<file path="src/top_k_candidate_retention_top_defines.svh">
// Assertion macros shared by the top-k candidate retention RTL.
// Every macro expects a clock named clock and a synchronous reset named reset in scope.
`ifndef TOP_K_CANDIDATE_RETENTION_TOP_DEFINES_SVH
`define TOP_K_CANDIDATE_RETENTION_TOP_DEFINES_SVH

// The consequent must hold in the same cycle as the antecedent.
`define TKCR_ASSERT_IMPLIES(lbl, ante, cons) \
   lbl: assert property (@(posedge clock) disable iff (reset) (ante) |-> (cons)) \
      else $error("tkcr assertion failed");

// The consequent must hold in the cycle after the antecedent.
`define TKCR_ASSERT_NEXT(lbl, ante, cons) \
   lbl: assert property (@(posedge clock) disable iff (reset) (ante) |=> (cons)) \
      else $error("tkcr assertion failed");

`endif

</file>
<file path="src/tkcr_pkg.sv">
// Shared types, constants and ranking functions of the top-k candidate retention block.
// No dependencies; every module of the block imports this package.
package tkcr_pkg;

   localparam int KEEP_DEPTH_DEF    = 16;
   localparam int SCORE_BITS        = 48;
   localparam int FRAC_BITS         = 31;
   localparam int METRIC_BITS       = SCORE_BITS + 1;
   localparam int COMPOSITE_DIVISOR = 16;
   localparam int COMP_SHIFT        = $clog2(COMPOSITE_DIVISOR);
   localparam int MODE_BITS         = 2;
   localparam int LIMIT_BITS        = 5;
   localparam int CSR_INDEX_BITS    = 2;

   localparam logic OP_OFFER = 1'b0;
   localparam logic OP_DRAIN = 1'b1;

   localparam logic [MODE_BITS-1:0] METRIC_RANK      = 2'd0;
   localparam logic [MODE_BITS-1:0] METRIC_POWER     = 2'd1;
   localparam logic [MODE_BITS-1:0] METRIC_COMPOSITE = 2'd2;

   localparam logic [CSR_INDEX_BITS-1:0] CSR_METRIC_MODE = 2'd0;
   localparam logic [CSR_INDEX_BITS-1:0] CSR_KEEP_LIMIT  = 2'd1;

   localparam logic [MODE_BITS-1:0]  MODE_RESET  = METRIC_COMPOSITE;
   localparam logic [LIMIT_BITS-1:0] LIMIT_RESET = 5'd16;

   typedef struct packed {
      logic                         opcode;
      logic [FRAC_BITS-1:0]         numerator;
      logic [FRAC_BITS-1:0]         denominator;
      logic signed [SCORE_BITS-1:0] rank_score;
      logic signed [SCORE_BITS-1:0] power_score;
      logic signed [SCORE_BITS-1:0] held_rank_score;
      logic signed [SCORE_BITS-1:0] held_power_score;
   } req_type;

   typedef struct packed {
      logic [FRAC_BITS-1:0]         out_numerator;
      logic [FRAC_BITS-1:0]         out_denominator;
      logic signed [SCORE_BITS-1:0] out_rank_score;
      logic signed [SCORE_BITS-1:0] out_power_score;
      logic signed [SCORE_BITS-1:0] out_held_rank;
      logic signed [SCORE_BITS-1:0] out_held_power;
      logic                         store_empty;
      logic                         last_entry;
   } rsp_type;

   // One retained candidate, with its composite metric and tie key worked out on entry.
   typedef struct packed {
      logic [FRAC_BITS-1:0]   num;
      logic [FRAC_BITS-1:0]   den;
      logic [SCORE_BITS-1:0]  rank;
      logic [SCORE_BITS-1:0]  power;
      logic [SCORE_BITS-1:0]  hrank;
      logic [SCORE_BITS-1:0]  hpower;
      logic [METRIC_BITS-1:0] comp;
      logic [FRAC_BITS-1:0]   maxk;
   } entry_type;

   typedef enum logic [1:0] {
      CELL_HOLD,
      CELL_OFFER,
      CELL_SHIFT
   } cell_op_type;

   typedef struct packed {
      cell_op_type op;
      logic        in_range;
      logic        at_last;
   } cell_ctl_type;

   typedef enum logic {
      ST_IDLE,
      ST_DRAIN
   } state_type;

   function automatic logic [METRIC_BITS-1:0] metric_of(input logic [MODE_BITS-1:0] mode,
                                                         input entry_type e);
      logic [METRIC_BITS-1:0] m;
      case (mode)
         METRIC_RANK:  m = {{(METRIC_BITS-SCORE_BITS){e.rank[SCORE_BITS-1]}}, e.rank};
         METRIC_POWER: m = {{(METRIC_BITS-SCORE_BITS){e.power[SCORE_BITS-1]}}, e.power};
         default:      m = e.comp;
      endcase
      return m;
   endfunction

   // True when a ranks strictly above b.
   function automatic logic ranks_above(input logic [MODE_BITS-1:0] mode,
                                        input entry_type a, input entry_type b);
      logic signed [METRIC_BITS-1:0] ma;
      logic signed [METRIC_BITS-1:0] mb;
      logic                          r;
      ma = $signed(metric_of(mode, a));
      mb = $signed(metric_of(mode, b));
      if (ma != mb) begin
         r = ma > mb;
      end else if (a.maxk != b.maxk) begin
         r = a.maxk < b.maxk;
      end else if (a.den != b.den) begin
         r = a.den < b.den;
      end else begin
         r = a.num < b.num;
      end
      return r;
   endfunction

endpackage

</file>
<file path="src/tkcr_cell.sv">
// One cell of the sorted retention chain: holds one entry and trades it with its neighbors.
// Depends on tkcr_pkg.
module tkcr_cell (
   input  logic                               clock,
   input  logic [tkcr_pkg::MODE_BITS-1:0]     metric_mode,
   input  tkcr_pkg::cell_ctl_type             ctl,
   input  tkcr_pkg::entry_type                cand,
   input  tkcr_pkg::entry_type                left_entry,
   input  tkcr_pkg::entry_type                right_entry,
   input  logic                               bt_left,
   output tkcr_pkg::entry_type                entry,
   output logic                               beaten,
   output logic                               bt_out
);
   import tkcr_pkg::*;

   entry_type entry_ff, entry_in;

   // The candidate belongs at or before this cell once it beats the entry here or any entry
   // further left, or when this cell is the free or evicted slot at the end of the sorted run.
   // Carrying the left flag along keeps the first winning slot correct even when the held
   // entries were sorted under an earlier metric.
   assign beaten = ranks_above(metric_mode, cand, entry_ff);
   assign bt_out = bt_left || beaten || ctl.at_last;

   always_comb begin
      entry_in = entry_ff;
      case (ctl.op)
         CELL_OFFER: begin
            if (ctl.in_range) begin
               if (bt_left) begin
                  entry_in = left_entry;
               end else if (bt_out) begin
                  entry_in = cand;
               end
            end
         end
         CELL_SHIFT: entry_in = right_entry;
         default:    entry_in = entry_ff;
      endcase
   end

   always_ff @(posedge clock) begin
      entry_ff <= entry_in;
   end

   assign entry = entry_ff;

endmodule

</file>
<file path="config.mk">
export PLATFORM = sky130hd
export DESIGN_NAME = tkcr_cell
export DESIGN_NICKNAME = d
export VERILOG_FILES = /design/src/top_k_candidate_retention_top_defines.svh /design/src/tkcr_pkg.sv /design/src/tkcr_cell.sv
export SDC_FILE = /design/constraint.sdc
export NUM_CORES = 1
export LEC_CHECK = 0
export ABC_AREA = 1
export ABC_CLOCK_PERIOD_IN_PS = 14350
export BUFFER_PORTS_ARGS = -buffer_cell sky130_fd_sc_hd__buf_2
export CAP_MARGIN = 25
export CORE_AREA = 2 2 531 533
export CTS_CLUSTER_SIZE = 10
export DETAILED_ROUTE_END_ITERATION = 10
export DIE_AREA = 0 0 533 535
export PLACE_DENSITY = 0.3
export SLEW_MARGIN = 30
export SYNTH_ARGS = -nofsm -noshare
export SYNTH_HDL_FRONTEND = slang
export SYNTH_SLANG_ARGS = --single-unit
</file>
<file path="constraint.sdc">
create_clock -name clock -period 14.35 [get_ports clock]
set_input_delay 2.87 -clock clock [delete_from_list [all_inputs] [get_ports clock]]
set_output_delay 2.87 -clock clock [all_outputs]
set_load 0.05 [all_outputs]
</file>
=== Word-level counts from Yosys, hierarchy flattened ===
Index checks and enable logic that the tools add are counted.

* Bits in registers: 334
* Word-level logic and storage cells: 34
* Input port bits: 1010

* Reduce and logical (&&, ||, !) cells: 5
* Muxes and demuxes: 9
* Equal/unequal tests: 8
* $lt $le $gt $ge: 4

{| class="wikitable"
|+ Operator list
! operator !! count
|-
| 334-bit two-way mux || 3
|-
| 334-bit case mux with 2 select lines || 1
|-
| 49-bit case mux with 2 select lines || 2
|-
| 31-bit < comparator || 3
|-
| 31-bit != test || 2
|-
| 49-bit greater-than comparator || 1
|-
| 49-bit != test || 1
|-
| 2-bit by 1-bit == test with 1-bit output, second input constant || 2
|-
| 1-bit two-way mux || 3
|-
| 3-bit != test, second input constant || 1
|-
| 3-bit AND reduction || 1
|-
| 2-bit == test, second input constant || 1
|-
| 2-bit zero test || 1
|-
| 1-bit logical OR || 2
|-
| 2-bit != test, second input constant || 1
|-
| 2-bit nonzero test || 1
|}

=== Longest topological paths before layout ===
* Word-level depth: 10
* Mapped depth: 22

=== Worst setup path before layout ===
OpenSTA, ideal clock, no wires.

* Path kind: in2reg
* Start: input port metric_mode[1] (netlist name)
* End: register entry_ff (netlist bit entry[0]), enable pin
* Arrival: 10546 ps
* Path slack: 1330 ps
* Path buffers: 2
* Cell stages on the path: 17
* Cells stage by stage: nor2_1 -> clkbuf_1 -> clkbuf_1 -> a21oi_1 -> ha_1 -> nand2_1 -> nor2_2 -> nor3b_2 -> nand3_1 -> nor2_1 -> nand2_1 -> nand3_1 -> nand2_1 -> nand3_2 -> nand3_2 -> nand2_1 -> nand2_1

* Longest elaborated chain between the ends: 8

{| class="wikitable"
|+ Ends and longest elaborated chain
! what !! line !! text
|-
| start: declaration || tkcr_cell.sv:5 || <nowiki>input logic [tkcr_pkg::MODE_BITS-1:0] metric_mode,</nowiki>
|-
| 2-bit by 1-bit == test with 1-bit output / 2-bit zero test (equally long branches) || tkcr_pkg.sv:81 || <nowiki>case (mode)</nowiki>
|-
| 49-bit case mux with 2 select lines || tkcr_pkg.sv:81 ||
|-
| 49-bit greater-than comparator / 49-bit != test (equally long branches) || tkcr_pkg.sv:98, tkcr_pkg.sv:97 ||
|-
| 1-bit two-way mux * || tkcr_pkg.sv:97 || <nowiki>if (ma != mb) begin</nowiki>
|-
| 1-bit logical OR * (2 in a row) || tkcr_cell.sv:24 || <nowiki>assign bt_out = bt_left || beaten || ctl.at_last;</nowiki>
|-
| via bt_out || tkcr_cell.sv:13 || <nowiki>output logic bt_out</nowiki>
|-
| 3-bit != test (no line) * || -- ||
|-
| 3-bit AND reduction (no line) * || -- ||
|-
| end signal: assignment || tkcr_cell.sv:44 || <nowiki>entry_ff <= entry_in;</nowiki>
|-
| end: declaration || tkcr_cell.sv:17 || <nowiki>entry_type entry_ff, entry_in;</nowiki>
|}

Mark *: on every way through the listed nets, which the timed path passes. The rest lies on a longest branch.
A chain may end at the register's enable or synchronous reset.

=== Worst setup path in the final report ===
* Start: input port metric_mode[1] (netlist name)
* End: output port beaten

* Longest elaborated chain between the ends: 4

{| class="wikitable"
|+ Ends and longest elaborated chain
! what !! line !! text
|-
| 2-bit by 1-bit == test with 1-bit output / 2-bit zero test (equally long branches) || tkcr_pkg.sv:81 ||
|-
| 49-bit case mux with 2 select lines || tkcr_pkg.sv:81 ||
|-
| 49-bit greater-than comparator / 49-bit != test (equally long branches) || tkcr_pkg.sv:98, tkcr_pkg.sv:97 ||
|-
| 1-bit two-way mux * || tkcr_pkg.sv:97 ||
|-
| end: declaration || tkcr_cell.sv:12 || <nowiki>output logic beaten,</nowiki>
|}

Every way passes the cells marked *; elsewhere a longest branch is shown, timed or not.

==> results.json <==
{
  "status": "complete, no violations",
  "cts_hold_buf": 0,
  "hp-class": "register to register",
  "syn_nets": 3916,
  "synth-simple-area-share": 0.231,
  "worstReg2RegStart": "entry[43]$_DFFE_PP_",
  "synthArstFlopShare": 0,
  "syn_inst": 2765,
  "antenna_found_initial": 249,
  "vias": 27378,
  "met1_length_um": 85600,
  "layout-drive-gt1-share": 0.363,
  "final_common_cell": "buf_2",
  "synth-edff-count": 334,
  "root_buffer": "clkbuf_16",
  "io_pins": 1346,
  "leakage_uw": 0.0153,
  "rr_worst_depth": 18,
  "worstPathArrival_ps": 8510,
  "endpoint": "beaten",
  "die_x_um": 533,
  "num_rows": 194,
  "core_area_um2": 279000,
  "synthDominantCellAreaShare": 0.454,
  "cts.sinks": 334,
  "die_h_um": 535,
  "min_period_ps": 11380,
  "io_buffers": 1345,
  "slew_viol_final": 0,
  "ant_nets": 0,
  "synth.mux.area_fraction": 0,
  "tns_ps": 0,
  "synth_top_family_by_area": "simple AND/OR/NAND/NOR gates",
  "dp.cells": 7681,
  "place.gp.congestion": 0.965,
  "skew_ps": 34.5,
  "wl_met3_um": 24400,
  "start_kind": "input pin",
  "yosys_register_bits": 334,
  "cts_setup_buffers": 0,
  "fin_area_um2": 34900,
  "fillerInstances": 32674,
  "dp_hpwl_um": 195000,
  "worstSkewPairLatency_ps": 690,
  "yosys.area_share.adder": 0.0799,
  "regToRegEndpoint": "entry[261]$_DFFE_PP_",
  "initial_utilization": 0.0791,
  "ys_seq_area_frac": 0.454,
  "cp_max_fo": 51,
  "drtPass1Iterations": 6,
  "endpoint_kind": "primary output",
  "grt-ovfl-total": 0,
  "htree_num_levels": 2,
  "vias_per_cell": 3.49,
  "avgSynthCellArea_um2": 7.98,
  "syn2layout_area_growth_pct": 58.2,
  "wl_met2_um": 110000,
  "r2r_setup_slack_ps": 9090,
  "path_clk_slew_ps": 60,
  "synth_area_leaders": "edfxtp_1, nand2_1, a31oi_1, ha_1, nor2_1",
  "powerDensity_nw_per_um2": 106,
  "synth_xor_area_frac": 0,
  "yosysTopAreaCell": "edfxtp_1",
  "setup_viol": 0,
  "grt_use_total": 0.152,
  "max_slew_margin": 0.356,
  "cts.path.max_buffers": 3,
  "wl_per_cell_um": 28.8,
  "max_cap_violations": 0,
  "grt_max_degree": 150,
  "nNetsFinal": 5164,
  "finalWorstSetupSlack_ps": 2970,
  "dp_slack_ps": 2840,
  "place_area_um2": 33000,
  "vdd_ir_drop_max_mv": 0.0874,
  "cts_tree": "yes",
  "drc_errors": 0,
  "ys_types": 35,
  "fmax_mhz": 87.9,
  "top_layer": "met5",
  "post-route-period-util": 0.793,
  "grt_pass1_vias": 27911,
  "hold_violations": 0,
  "largest_reg_flops": 334,
  "crit_required_ps": 11480,
  "worst_slew_pin_slew_ps": 967,
  "fin_cells": 7846,
  "routed_wl_um": 226000,
  "cts_made_buffers": 53,
  "crit_start": "metric_mode[1]",
  "rsz0062_at_grt": "no",
  "critPathKind": "input pin to primary output",
  "die_area_um2": 285000,
  "layout.cells.most_common_list": "buf_2, nand2_1, nor2_1, a31oi_1, edfxtp_1",
  "grt_pass1_wl_um": 287000,
  "ys_warn_count": 0,
  "syn_area_um2": 22100,
  "drt-initial-drc-count": 1881,
  "ctsResizeCount": 0,
  "synth_compound_area_frac": 0.167,
  "finalPower_uw": 3710,
  "synthFlopType": "edfxtp_1"
}
report_power, final:
| part | total (uW) | internal (uW) | switching [uW] |
|---|---|---|---|
| clock network | 1380 | 782 | 596 |
| registers | 1260 | 1180 | 79.1 |
| logic | 1070 | 302 | 769 |
worst max-delay path, cell delays in order:
cell and delay [ps]:
buf_4 170, clkinv_2 710, nand2_4 890, clkinv_2 890, a22o_1 420, a21oi_1 130, ha_1 260, nand2_1 80
inv_1 140, nand2_1 120, a21oi_1 80, nor2_1 340, nand3_1 210, nand2_1 130, nand3_1 70, nand2_1 70
nand3_2 270, nand2_1 270, buf_2 300
routing by layer:
layer,track usage,vias to the layer above
li1,-,12190
met1,0.168,13115
met2,0.266,1522
met3,0.0677,437
met4,0.0353,114
met5,0,-
cells in the mapped netlist, types with 2 or more instances:
library cell	count
nand2_1	853
nor2_1	393
a31oi_1	334
edfxtp_1	334
inv_1	192
a21oi_1	148
ha_1	141
clkbuf_1	121
buf_2	49
o22ai_1	48
a22o_1	46
nand3_1	24
nand4_1	17
o21ai_0	12
a21o_1	8
inv_2	8
nor3_1	6
nor4_1	4
buf_1	3
nand3_2	3
nor2_2	3
buf_4	2
buf_6	2
nor3_2	2
nor3b_2	2
kinds of logic after synthesis:
| family | after synthesis |
|---|---|
| flops | 334 |
| compound gates | 600 |
| simple gates | 1313 |
| buf+inv | 377 |
| fa+ha+maj | 141 |
worst min-delay path by stage:
stage                              startpoint                   end  slack [ps]  cells after the start
after CTS                 entry[22]$_DFFE_PP_   entry[28]$_DFFE_PP_        1800                     11
after floorplan              right_entry[324]  entry[324]$_DFFE_PP_        3120                      2
after global routing      entry[22]$_DFFE_PP_   entry[80]$_DFFE_PP_        1890                     11
final                     entry[22]$_DFFE_PP_   entry[28]$_DFFE_PP_        1790                     11
after detailed placement  entry[22]$_DFFE_PP_   entry[81]$_DFFE_PP_        1800                     11
after global placement    entry[21]$_DFFE_PP_   entry[80]$_DFFE_PP_        1800                     11
area by class of cell:
class	instances	area, um2	share of cell area
flip-flops and latches	334	10000	0.287
inverters	200	761	0.0218
well taps	3724	4660	0.133
clock buffers	62	1400	0.0402
multi-input cells	2054	10600	0.303
clock inverters	33	312	0.00892
diodes	69	173	0.00495
repair buffers	1370	7010	0.201
through the flow:
step           hold slack [ps]   util
2_1_floorplan             3120      -
3_3_place_gp              1800  0.118
3_5_place_dp              1800  0.118
4_1_cts                   1800  0.124
5_1_grt                   1890  0.125
6_report                  1790  0.125
(Power assumes the default switching activity.)
