File: src/top_k_candidate_retention_top_defines.svh
// Assertion macros shared by the top-k candidate retention RTL.
// Every macro expects a clock named clock and a synchronous reset named reset in scope.
`ifndef TOP_K_CANDIDATE_RETENTION_TOP_DEFINES_SVH
`define TOP_K_CANDIDATE_RETENTION_TOP_DEFINES_SVH

// The consequent must hold in the same cycle as the antecedent.
`define TKCR_ASSERT_IMPLIES(lbl, ante, cons) \
   lbl: assert property (@(posedge clock) disable iff (reset) (ante) |-> (cons)) \
      else $error("tkcr assertion failed");

// The consequent must hold in the cycle after the antecedent.
`define TKCR_ASSERT_NEXT(lbl, ante, cons) \
   lbl: assert property (@(posedge clock) disable iff (reset) (ante) |=> (cons)) \
      else $error("tkcr assertion failed");

`endif

File: src/tkcr_pkg.sv
// Shared types, constants and ranking functions of the top-k candidate retention block.
// No dependencies; every module of the block imports this package.
package tkcr_pkg;

   localparam int KEEP_DEPTH_DEF    = 16;
   localparam int SCORE_BITS        = 48;
   localparam int FRAC_BITS         = 31;
   localparam int METRIC_BITS       = SCORE_BITS + 1;
   localparam int COMPOSITE_DIVISOR = 16;
   localparam int COMP_SHIFT        = $clog2(COMPOSITE_DIVISOR);
   localparam int MODE_BITS         = 2;
   localparam int LIMIT_BITS        = 5;
   localparam int CSR_INDEX_BITS    = 2;

   localparam logic OP_OFFER = 1'b0;
   localparam logic OP_DRAIN = 1'b1;

   localparam logic [MODE_BITS-1:0] METRIC_RANK      = 2'd0;
   localparam logic [MODE_BITS-1:0] METRIC_POWER     = 2'd1;
   localparam logic [MODE_BITS-1:0] METRIC_COMPOSITE = 2'd2;

   localparam logic [CSR_INDEX_BITS-1:0] CSR_METRIC_MODE = 2'd0;
   localparam logic [CSR_INDEX_BITS-1:0] CSR_KEEP_LIMIT  = 2'd1;

   localparam logic [MODE_BITS-1:0]  MODE_RESET  = METRIC_COMPOSITE;
   localparam logic [LIMIT_BITS-1:0] LIMIT_RESET = 5'd16;

   typedef struct packed {
      logic                         opcode;
      logic [FRAC_BITS-1:0]         numerator;
      logic [FRAC_BITS-1:0]         denominator;
      logic signed [SCORE_BITS-1:0] rank_score;
      logic signed [SCORE_BITS-1:0] power_score;
      logic signed [SCORE_BITS-1:0] held_rank_score;
      logic signed [SCORE_BITS-1:0] held_power_score;
   } req_type;

   typedef struct packed {
      logic [FRAC_BITS-1:0]         out_numerator;
      logic [FRAC_BITS-1:0]         out_denominator;
      logic signed [SCORE_BITS-1:0] out_rank_score;
      logic signed [SCORE_BITS-1:0] out_power_score;
      logic signed [SCORE_BITS-1:0] out_held_rank;
      logic signed [SCORE_BITS-1:0] out_held_power;
      logic                         store_empty;
      logic                         last_entry;
   } rsp_type;

   // One retained candidate, with its composite metric and tie key worked out on entry.
   typedef struct packed {
      logic [FRAC_BITS-1:0]   num;
      logic [FRAC_BITS-1:0]   den;
      logic [SCORE_BITS-1:0]  rank;
      logic [SCORE_BITS-1:0]  power;
      logic [SCORE_BITS-1:0]  hrank;
      logic [SCORE_BITS-1:0]  hpower;
      logic [METRIC_BITS-1:0] comp;
      logic [FRAC_BITS-1:0]   maxk;
   } entry_type;

   typedef enum logic [1:0] {
      CELL_HOLD,
      CELL_OFFER,
      CELL_SHIFT
   } cell_op_type;

   typedef struct packed {
      cell_op_type op;
      logic        in_range;
      logic        at_last;
   } cell_ctl_type;

   typedef enum logic {
      ST_IDLE,
      ST_DRAIN
   } state_type;

   function automatic logic [METRIC_BITS-1:0] metric_of(input logic [MODE_BITS-1:0] mode,
                                                         input entry_type e);
      logic [METRIC_BITS-1:0] m;
      case (mode)
         METRIC_RANK:  m = {{(METRIC_BITS-SCORE_BITS){e.rank[SCORE_BITS-1]}}, e.rank};
         METRIC_POWER: m = {{(METRIC_BITS-SCORE_BITS){e.power[SCORE_BITS-1]}}, e.power};
         default:      m = e.comp;
      endcase
      return m;
   endfunction

   // True when a ranks strictly above b.
   function automatic logic ranks_above(input logic [MODE_BITS-1:0] mode,
                                        input entry_type a, input entry_type b);
      logic signed [METRIC_BITS-1:0] ma;
      logic signed [METRIC_BITS-1:0] mb;
      logic                          r;
      ma = $signed(metric_of(mode, a));
      mb = $signed(metric_of(mode, b));
      if (ma != mb) begin
         r = ma > mb;
      end else if (a.maxk != b.maxk) begin
         r = a.maxk < b.maxk;
      end else if (a.den != b.den) begin
         r = a.den < b.den;
      end else begin
         r = a.num < b.num;
      end
      return r;
   endfunction

endpackage

File: src/tkcr_prep.sv
// Candidate stage: registers an offered item and works out its composite metric and tie key.
// Depends on tkcr_pkg.
module tkcr_prep (
   input  logic                clock,
   input  logic                reset,
   input  logic                load,
   input  tkcr_pkg::req_type   item,
   output tkcr_pkg::entry_type cand,
   output logic                cand_valid
);
   import tkcr_pkg::*;

   entry_type              cand_ff, cand_in;
   logic                   cand_valid_ff, cand_valid_in;
   logic [SCORE_BITS-1:0]  q_shift;
   logic                   q_round;
   logic [METRIC_BITS-1:0] sum;
   logic [METRIC_BITS-1:0] comp;

   // Division by the composite divisor truncates toward zero: round a negative quotient up.
   always_comb begin
      q_shift = SCORE_BITS'($signed(item.power_score) >>> COMP_SHIFT);
      q_round = item.power_score[SCORE_BITS-1] && (item.power_score[COMP_SHIFT-1:0] != '0);
      sum     = {{(METRIC_BITS-SCORE_BITS){item.rank_score[SCORE_BITS-1]}}, item.rank_score}
              + {{(METRIC_BITS-SCORE_BITS){q_shift[SCORE_BITS-1]}}, q_shift}
              + METRIC_BITS'(q_round);
      comp = sum;
      // For scores of 64 bits or more, the sum saturates to the signed score-width range.
      if ((METRIC_BITS > 64) && (sum[METRIC_BITS-1] != sum[METRIC_BITS-2])) begin
         comp = {sum[METRIC_BITS-1], sum[METRIC_BITS-1], {(METRIC_BITS-2){~sum[METRIC_BITS-1]}}};
      end
   end

   always_comb begin
      cand_in.num    = item.numerator;
      cand_in.den    = item.denominator;
      cand_in.rank   = item.rank_score;
      cand_in.power  = item.power_score;
      cand_in.hrank  = item.held_rank_score;
      cand_in.hpower = item.held_power_score;
      cand_in.comp   = comp;
      cand_in.maxk   = (item.numerator > item.denominator) ? item.numerator : item.denominator;
      cand_valid_in  = load;
   end

   always_ff @(posedge clock) begin
      if (reset) begin
         cand_valid_ff <= 1'b0;
      end else begin
         cand_valid_ff <= cand_valid_in;
      end
      if (load) begin
         cand_ff <= cand_in;
      end
   end

   assign cand       = cand_ff;
   assign cand_valid = cand_valid_ff;

endmodule

File: config.mk
export PLATFORM = sky130hd
export DESIGN_NAME = tkcr_prep
export DESIGN_NICKNAME = d
export VERILOG_FILES = /design/src/top_k_candidate_retention_top_defines.svh /design/src/tkcr_pkg.sv /design/src/tkcr_prep.sv
export SDC_FILE = /design/constraint.sdc
export NUM_CORES = 1
export LEC_CHECK = 0
export BUFFER_PORTS_ARGS = -buffer_cell sky130_fd_sc_hd__buf_2
export CORE_ASPECT_RATIO = 0.7
export CORE_MARGIN = 1
export CORE_UTILIZATION = 24
export CTS_BUF_LIST = sky130_fd_sc_hd__clkbuf_4 sky130_fd_sc_hd__clkbuf_8
export DETAILED_ROUTE_END_ITERATION = 12
export GPL_TIMING_DRIVEN = 0
export PLACE_DENSITY = 0.51
export SYNTH_ARGS = -nofsm -noshare
export SYNTH_HDL_FRONTEND = slang
export SYNTH_SLANG_ARGS = --single-unit
File: constraint.sdc
create_clock -name clock -period 4.7 [get_ports clock]
set_clock_uncertainty 0.15 [all_clocks]
set_input_delay 0.47 -clock clock [delete_from_list [all_inputs] [get_ports clock]]
set_output_delay 0.47 -clock clock [all_outputs]
set_load 0.05 [all_outputs]
### Word level (Yosys, flattened, before mapping)

Index checks and enable logic that the tools add are counted.

| storage, ports and cells | value |
|---|---|
| word-level logic and storage cells | 15 |
| flip-flop bits (word level) | 335 |

| operators by class | value |
|---|---|
| multiplexer cells | 1 |
| magnitude comparators | 1 |
| reduce and logical (&&, ||, !) cells | 2 |
| add/sub/neg operators | 2 |

Operators with widths:

| cell | number |
|---|---|
| adder 48 x 44 -> 49 bit | 1 |
| adder 49 x 1 -> 49 bit | 1 |
| greater-than comparator 31 bit | 1 |
| two-way mux 31 bit | 1 |
| nonzero test 4 bit | 1 |
| logical AND 1 bit | 1 |

### Logic depth before layout (Yosys ltp)

Gate-level depths: netlist (run 1).

| logic depth | value |
|---|---|
| depth after elaboration | 3 |
| gate-level depth with buffers | 11 |
| gate-level depth less buffers | 11 |

### Worst setup path before layout (run 1)

Ideal clock, no wire load.

| path | value |
|---|---|
| path type | input to register |
| from | input port item[97] in the netlist's numbering |
| to | register cand_ff (netlist bit cand[73]) (data pin) |
| data required time | 4.295 ns |
| arrival | 3.230 ns |
| path buffers | 0 |
| stages on the path | 11 |
| setup slack | 1.065 ns |
| cells stage by stage | o41a_1 fa_1 fa_1 a211oi_2 o21ai_1 a21oi_2 nor2_1 nor2_2 o22ai_2 or4_1 and3_1 |

RTL lines:

| item | line | text |
|---|---|---|
| from (decl) | tkcr_prep.sv:7 | `input tkcr_pkg::req_type item,` |
| to (signal assigned) | tkcr_prep.sv:53 | `cand_ff <= cand_in;` |
| to (decl) | tkcr_prep.sv:13 | `entry_type cand_ff, cand_in;` |

==> results of run 1 <==
==> metrics by stage <==
stage                     utilization  setup WS (ps)
final                           0.374           96.4
after detailed placement        0.312          -97.3
after global routing            0.374           14.7
after global placement          0.311          -1900
after floorplan                     -           1060
after CTS                       0.374           23.3
==> worst paths after layout <==
kind / to / slack [ps] / startpoint / depth (start not counted)
max: cand[73] / 100 / item[97] / 13
min: cand[194] / 120 / load / 1
==> where the power goes <==
part	internal [mW]	switching (mW)	leakage (nW)	total (mW)
clock	1.34	1.22	0.560	2.57
combinational	0.643	1.64	5.45	2.28
sequential	3.63	0.0712	3.28	3.70
total	5.61	2.93	9.29	8.54
==> routing by layer <==
layer	vias up	part of all wire
li1	5322	-
met5	-	0
met1	5418	0.42
met4	0	0.019
met3	71	0.068
met2	392	0.49
==> cells by family (layout without fill, tap and decap cells) <==
logic type                 after synthesis  after routing  share of synthesized area
xor gates and xnor gates                44             44                     0.0271
other                                    0              2                          0
muxes                                   31             31                     0.0246
adders and majority gates               80             80                     0.0715
DFF                                    335            335                      0.708
AOI/OAI and AO/OA                      193            193                     0.0947
buffers and inverters                   61           1006                     0.0182
and+or+nand+nor                        156            156                     0.0560
==> flip-flops by register name (all words and copies together), names as in the netlist <==
| name | count |
|---|---|
| cand_valid | 1 |
| cand | 334 |
==> placed cells by master (no fill, tap or decap), types with 8 or more instances in the layout <==
cell	instances
a21o_1	36
a21oi_1	57
and3_1	10
buf_2	599
clkbuf_1	8
clkbuf_4	18
clkbuf_8	55
clkinv_1	13
dlygate4sd3_1	255
edfxtp_1	334
ha_1	78
inv_1	38
mux2_1	31
nand2_1	40
nand3_1	19
nand4_1	14
nor2_1	28
nor3_1	12
o21ai_0	18
o21ai_1	20
o21bai_1	9
xnor2_1	25
xor2_1	19
==> area by class of cell <==
cell class	count	area share
clock inverters	23	0.00795
well taps	798	0.0456
diodes	2	0.000229
flip-flops and latches	335	0.459
multi-input cells	504	0.178
clock buffers	73	0.0408
repair buffers	849	0.256
plain buffers	23	0.00532
inverters	38	0.00652
==> critical path: cells and delay by family <==
kind	cells	cell delay [ps]
AOI/OAI and AO/OA	5	1570
buffers and inverters	2	660
adders and majority gates	2	1080
and+or+nand+nor	4	1000
==> timing repair <==
item | CTS | global route
hold buffers | 255 | 0
endpoints found under the hold margin | 287 | 0
setup buffers | 0 | 0
setup endpoints to repair | 0 | 1
gates resized for setup | 0 | 1
==> results.cfg, run 1 <==
[global_route]
grt_pass1_wl_mm = 67.8
globalRouteMet2Util = 0.253
met3_usage = 0.0397
first_global_vias = 11400
grt_max_degree = 125
met1_usage = 0.184
antenna_found_initial = 9
grt-busiest-layer = met2
grt_overflow = 0
grt_use_total = 0.148

[power]
powerDensity_mw_per_mm2 = 391
ir_drop_uv = 199
power_mw = 8.54
power.leakage_nw = 9.29

[timing]
timing.slew.headroom = 0.479
tightest_slew_ps = 782
finalHoldViolations = 0
finalSetupViolCount = 0
fin_hold_ws_ps = 117
finalMaxSlewViolations = 0
tns_ps = 0
period_needed_ps = 4600
rsz0062_at_grt = false
clock.fmax_mhz = 217
fin_crit_sh = 0.979

[critical_path]
critPathSlowestCell = o41a_1
crit_path_start_kind = primary input
cp_slowest_stage_delay_ps = 600
cp.arrival_ps = 4800
critPathKind = primary input to register
crit_fanout = 5
cp_cell_sequence = dlygate4sd3_1, buf_2, o41a_1, fa_1, fa_1, a211oi_2, o21ai_1, a21oi_2, nor2_1, nor2_4, o22ai_2, or4_1, and3_1
worst_path_most_repeated_cell = fa_1
worstPathRequired_ps = 4900
end_kind = register

[clock_tree]
numCtsBuffers = 54
htreeDepth = 2
clk_pin_slew_ps = 70
root_buffer = clkbuf_8
clock_sinks = 335
tritoncts = done
clock_path_buffers = 3

[floorplanning]
die_w_um = 293
core_area_mm2 = 0.0584
start_util = 0.243
die-area_mm2 = 0.0602
row_count = 74
pin_count = 593
die_h_um = 206

[cells_and_area]
final_nets = 2143
final_cells = 2645
drive_gt1_frac = 0.387
ff_latch_area_mm2 = 0.0100
design_area_mm2 = 0.0219
area_growth_pct = 54.1
multi_input_area_mm2 = 0.00390
fillCellCount = 5654

[route]
drt_iter0_drc = 530
via_count = 11200
vias_per_cell = 4.24
drtAntennaViolNets = 0
drt_first_pass_iters = 5
wire_per_inst_um = 17.8
drcViolationCount = 0
wl_mm = 47.0

[placed_design]
place.gp.congestion = 0.784
port_buffers = 591
dp_cells = 2292
dpl_cell_area_mm2 = 0.0182
detailed_place_hpwl_mm = 35.3

[logic_synthesis]
ys_top_cells_by_area = edfxtp_1 (71%), ha_1 (6.9%), mux2_1 (2.5%)
synth_cells = 900
yosysSeqAreaShare = 0.708
yosysTopAreaCell = edfxtp_1
synth.most_common_cell = edfxtp_1
ys.warnings.count = 0
synth_async_sr_flop_share = 0
avgSynthCellArea_um2 = 15.8
synthTopCellsByCount = edfxtp_1 (334), ha_1 (78), a21oi_1 (57), nand2_1 (40), inv_1 (38)
synth-seq-cells = 335
synthFlopType = edfxtp_1
yosysUniqueCellTypes = 68
synth.top_cell.area_share = 0.706
syn-cell-area_mm2 = 0.0142
synthesis.nets = 1238
synth_edf_count = 334

[status]
status = complete, no violations

[hold_path]
hold_class = primary input to register

[flow_run]
drv_cap = 0
Note: power is estimated with default switching activity, not from simulation.
==> run 2: changes to the inputs <==
PLACE_DENSITY = default   (was 0.51)
==> results.cfg, run 2 (synthesis gave the netlist of run 1 again) <==
[timing]
finalHoldViolations = 0
clock.fmax_mhz = 215
timing.slew.headroom = 0.336
fin_crit_sh = 0.988
rsz0062_at_grt = false
tightest_slew_ps = 996
finalMaxSlewViolations = 0
period_needed_ps = 4640
tns_ps = 0
finalSetupViolCount = 0

[flow_run]
drv_cap = 0

[cells_and_area]
ff_latch_area_mm2 = 0.0100
fillCellCount = 5601
largest_reg_flops = 334
final_cells = 2650
area_growth_pct = 54.7
layout_commonest_cell = buf_2
design_area_mm2 = 0.0220
final_cell_mix = buf_2 (599), edfxtp_1 (334), dlygate4sd3_1 (255), ha_1 (78), clkbuf_8 (61)
drive_gt1_frac = 0.390
final_nets = 2143
multi_input_area_mm2 = 0.00390

[power]
power.switching_mw = 2.94
power.leakage_nw = 9.34
clkPwrFrac = 0.316
power_mw = 8.74
sw_frac_of_total = 0.336
powerDensity_mw_per_mm2 = 398
p_int_mw = 5.80
pwr-share-comb = 0.259
ir_drop_uv = 181
p_seq_frac = 0.424

[clock_tree]
htreeDepth = 2
clk_pin_slew_ps = 60
root_buffer = clkbuf_8
clock_sinks = 335
numCtsBuffers = 55
clock_path_buffers = 3
tritoncts = done
cts_setup_buffers = 0

[critical_path]
critPathKind = primary input to register
critPathSlowestCell = o41a_1
end_kind = register
worst_path_most_repeated_cell = fa_1
cp_cell_sequence = dlygate4sd3_1, buf_2, o41a_1, fa_1, fa_1, a211oi_2, o21ai_1, a21oi_2, nor2_1, nor2_4, o22ai_2, or4_1, and3_1
crit_family = compound AO/OA/AOI/OAI gates
path_buf_inv = 2
cp.arrival_ps = 4850
crit_path_start_kind = primary input
cp_slowest_stage_delay_ps = 610
crit_fanout = 5
worstPathRequired_ps = 4910
crit_start = item[96]

[global_route]
grt_use_total = 0.143
antenna_found_initial = 6
first_global_vias = 11200
grt_pass1_wl_mm = 65.7
grt_overflow = 0
grt_max_degree = 119

[placed_design]
place.gp.congestion = 0.838
dp_cells = 2291
port_buffers = 591
detailed_place_hpwl_mm = 33.4
dpl_cell_area_mm2 = 0.0182

[route]
via_count = 11100
wire_per_inst_um = 17.3
drt_first_pass_iters = 5
met2_length_mm = 22.6
drcViolationCount = 0
met3_length_mm = 3.12
wl_mm = 45.8
wl_met1_mm = 19.0
drtAntennaViolNets = 0
dr.max_layer_used = met4
drt_iter0_drc = 616
vias_per_cell = 4.20

[floorplanning]
core_area_mm2 = 0.0584
pin_count = 593
row_count = 74
die_w_um = 293
die-area_mm2 = 0.0602
start_util = 0.243
die_h_um = 206

[hold_path]
hold_class = primary input to register
min-delay-start = load
hold_path_end = cand[200]
holdPathStages = 1

[status]
status = complete, no violations
[run 2: changes by cell type in the layout (fill, tap and decap cells not counted)]
| cell | delta |
|---|---|
| clkbuf_8 | +6 |
| clkbuf_4 | -4 |
| clkinv_2 | +3 |
| bufinv_16 | +2 |
| clkinv_1 | -2 |
| clkinv_8 | -2 |
| inv_8 | +2 |
| buf_16 | -1 |
| clkinvlp_4 | +1 |
[run 2: layout make-up]
type	instances	area share
inverter	38	0.00649
timing repair buffer	848	0.254
clock inverter	27	0.0109
clock buffer	75	0.0430
sequential	335	0.457
multi-input combinational	504	0.177
antenna	2	0.000228
tap	798	0.0455
buffer	23	0.00530
[run 2: how the worst max path moves through the flow]
stage	cells after the start	end	slack, ps
floorplan	11	cand[73]	1060
detailed placement	12	cand[73]	-90
global placement	1	cand[107]	-1780
finish	13	cand[73]	60
CTS	13	cand[73]	40
global route	13	cand[73]	20
[run 2: power by group through the flow]
stage,logic [mW],clock network [mW],registers [mW]
final,2.27,2.76,3.71
after global routing,2.39,2.98,3.73
after detailed placement,2.10,0,3.77
after floorplan,0.451,0,4.76
after global placement,2.08,0,3.79
after CTS,2.27,2.85,3.71
[run 2: layer usage]
metal	track usage	vias up
li1	-	5318
met1	0.177	5340
met5	0	-
met3	0.0376	74
met4	0.0482	0
met2	0.243	407
[run 2: metrics by stage]
| step | worst slack, ps | hold WS, ps | utilization |
|---|---|---|---|
| floorplan | 1060 | 392 | - |
| finish | 57.4 | 285 | 0.376 |
| CTS | 39.2 | 271 | 0.376 |
| global placement | -1780 | 477 | 0.311 |
| global route | 24.7 | 290 | 0.376 |
| detailed placement | -92.9 | 479 | 0.312 |
[run 2: what timing repair did]
item	in CTS	in global routing
hold buffers	255	0
resized for setup	0	1
setup endpoints to repair	0	1
endpoints found under the hold margin	285	0
==> run 3: changes to the inputs <==
CORE_AREA = 2 2 230 232   (was default)
CORE_ASPECT_RATIO = default   (was 0.7)
CORE_MARGIN = default   (was 1)
CORE_UTILIZATION = default   (was 24)
DIE_AREA = 0 0 232 234   (was default)
==> results.cfg, run 3 (synthesis gave the netlist of run 1 again) <==
[floorplanning]
pin_count = 593
die-area_mm2 = 0.0543
die_w_um = 232
row_count = 84
core_area_mm2 = 0.0520
die_h_um = 234
start_util = 0.273

[hold_path]
hold_class = primary input to register
min-delay-start = item[143]
holdPathStages = 1
hold_path_end = cand[223]

[critical_path]
crit_path_start_kind = primary input
end_kind = register
critPathKind = primary input to register
crit_fanout = 5
worstPathRequired_ps = 4920
cp.arrival_ps = 4760

[clock_tree]
clock_path_buffers = 3
htreeDepth = 2
clock_sinks = 335
tritoncts = done
numCtsBuffers = 58
clk_pin_slew_ps = 60
root_buffer = clkbuf_8
cts_setup_buffers = 0

[route]
drt_iter0_drc = 570
vias_per_cell = 4.39
drt_first_pass_iters = 5
wl_mm = 47.2
via_count = 11200
wire_per_inst_um = 18.5
drcViolationCount = 0
drtAntennaViolNets = 0

[placed_design]
dp_cells = 2181
place.gp.congestion = 0.802
port_buffers = 591
detailed_place_hpwl_mm = 34.9

[cells_and_area]
drive_gt1_frac = 0.391
layout_commonest_cell = buf_2
largest_reg_flops = 334
ff_latch_area_mm2 = 0.0100
multi_input_area_mm2 = 0.00390
final_cells = 2551
final_nets = 2145
fillCellCount = 4783
area_growth_pct = 54.0
fin_util = 0.420
final_cell_mix = buf_2 (599), edfxtp_1 (334), dlygate4sd3_1 (254), ha_1 (78), clkbuf_8 (59)

[global_route]
first_global_vias = 11600
grt_use_total = 0.164
grt_pass1_wl_mm = 67.1
grt_overflow = 0
antenna_found_initial = 13
grt_max_degree = 131

[timing]
tns_ps = 0
fin_crit_sh = 0.966
tightest_slew_ps = 731
clock.fmax_mhz = 220
finalHoldViolations = 0
timing.slew.headroom = 0.512
finalSetupViolCount = 0
period_needed_ps = 4540
rsz0062_at_grt = false
finalMaxSlewViolations = 0
fin_hold_ws_ps = 78.8

[power]
power.leakage_nw = 9.35
ir_drop_uv = 265
power_mw = 8.78
powerDensity_mw_per_mm2 = 402

[status]
status = complete, no violations

[flow_run]
drv_cap = 0
[run 3: changes by cell type in the layout (fill, tap and decap cells not counted), sizes merged]
cell / previous run / this run
diode: 2 / 9
clkinv: 19 / 23
bufinv: 4 / 5
clkbuf: 83 / 84
clkinvlp: 2 / 1
dlygate4sd3: 255 / 254
[run 3: worst max-delay path by stage]
stage / from / to / slack (ps) / depth (start not counted)
6_report: item[97] / cand[73] / 160 / 13
5_1_grt: item[97] / cand[73] / 20 / 13
4_1_cts: item[97] / cand[73] / 10 / 13
3_5_place_dp: item[97] / cand[73] / -40 / 12
3_3_place_gp: load / cand[163] / -1810 / 1
2_1_floorplan: item[97] / cand[73] / 1060 / 11
[run 3: what timing repair did]
item / in CTS / in global routing
gates resized for setup: 0 / 1
endpoints found under the setup margin: 0 / 1
hold buffers: 254 / 0
hold endpoints to repair: 283 / 0
[run 3: stage by stage]
stage | setup slack [ps] | area, µm²
after detailed placement | -37.1 | 18100
after global routing | 20.5 | 21900
final | 162 | 21900
after floorplan | 1060 | 14200
after global placement | -1810 | 18000
after CTS | 14.5 | 21800
[run 3: critical path: stages]
cell	delay (ps)
dlygate4sd3_1	570
buf_2	150
o41a_1	540
fa_1	560
fa_1	480
a211oi_2	250
o21ai_1	190
a21oi_2	310
nor2_1	140
nor2_4	240
o22ai_2	200
or4_1	480
and3_1	160
[run 3: layout make-up]
| type | count | area share |
|---|---|---|
| antenna | 9 | 0.00103 |
| buffer | 23 | 0.00532 |
| clock buffer | 76 | 0.0430 |
| clock inverter | 31 | 0.0129 |
| inverter | 38 | 0.00652 |
| multi-input combinational | 504 | 0.178 |
| sequential | 335 | 0.459 |
| tap | 688 | 0.0394 |
| timing repair buffer | 847 | 0.254 |
[run 3: where the power goes]
part	total (mW)	leakage (nW)	switching (mW)	internal, mW
clock	2.81	0.642	1.23	1.58
combinational	2.28	5.43	1.64	0.638
sequential	3.70	3.28	0.0713	3.63
total	8.78	9.35	2.93	5.85
[run 3: per-layer routing]
metal | vias up | routed length (µm) | global-route usage | share of wire
met5 | - | 14 | 0 | 0.00030
met4 | 2 | 1640 | 0.0627 | 0.035
met3 | 98 | 4000 | 0.0548 | 0.085
met2 | 470 | 24100 | 0.294 | 0.51
met1 | 5304 | 17500 | 0.180 | 0.37
li1 | 5334 | - | - | -
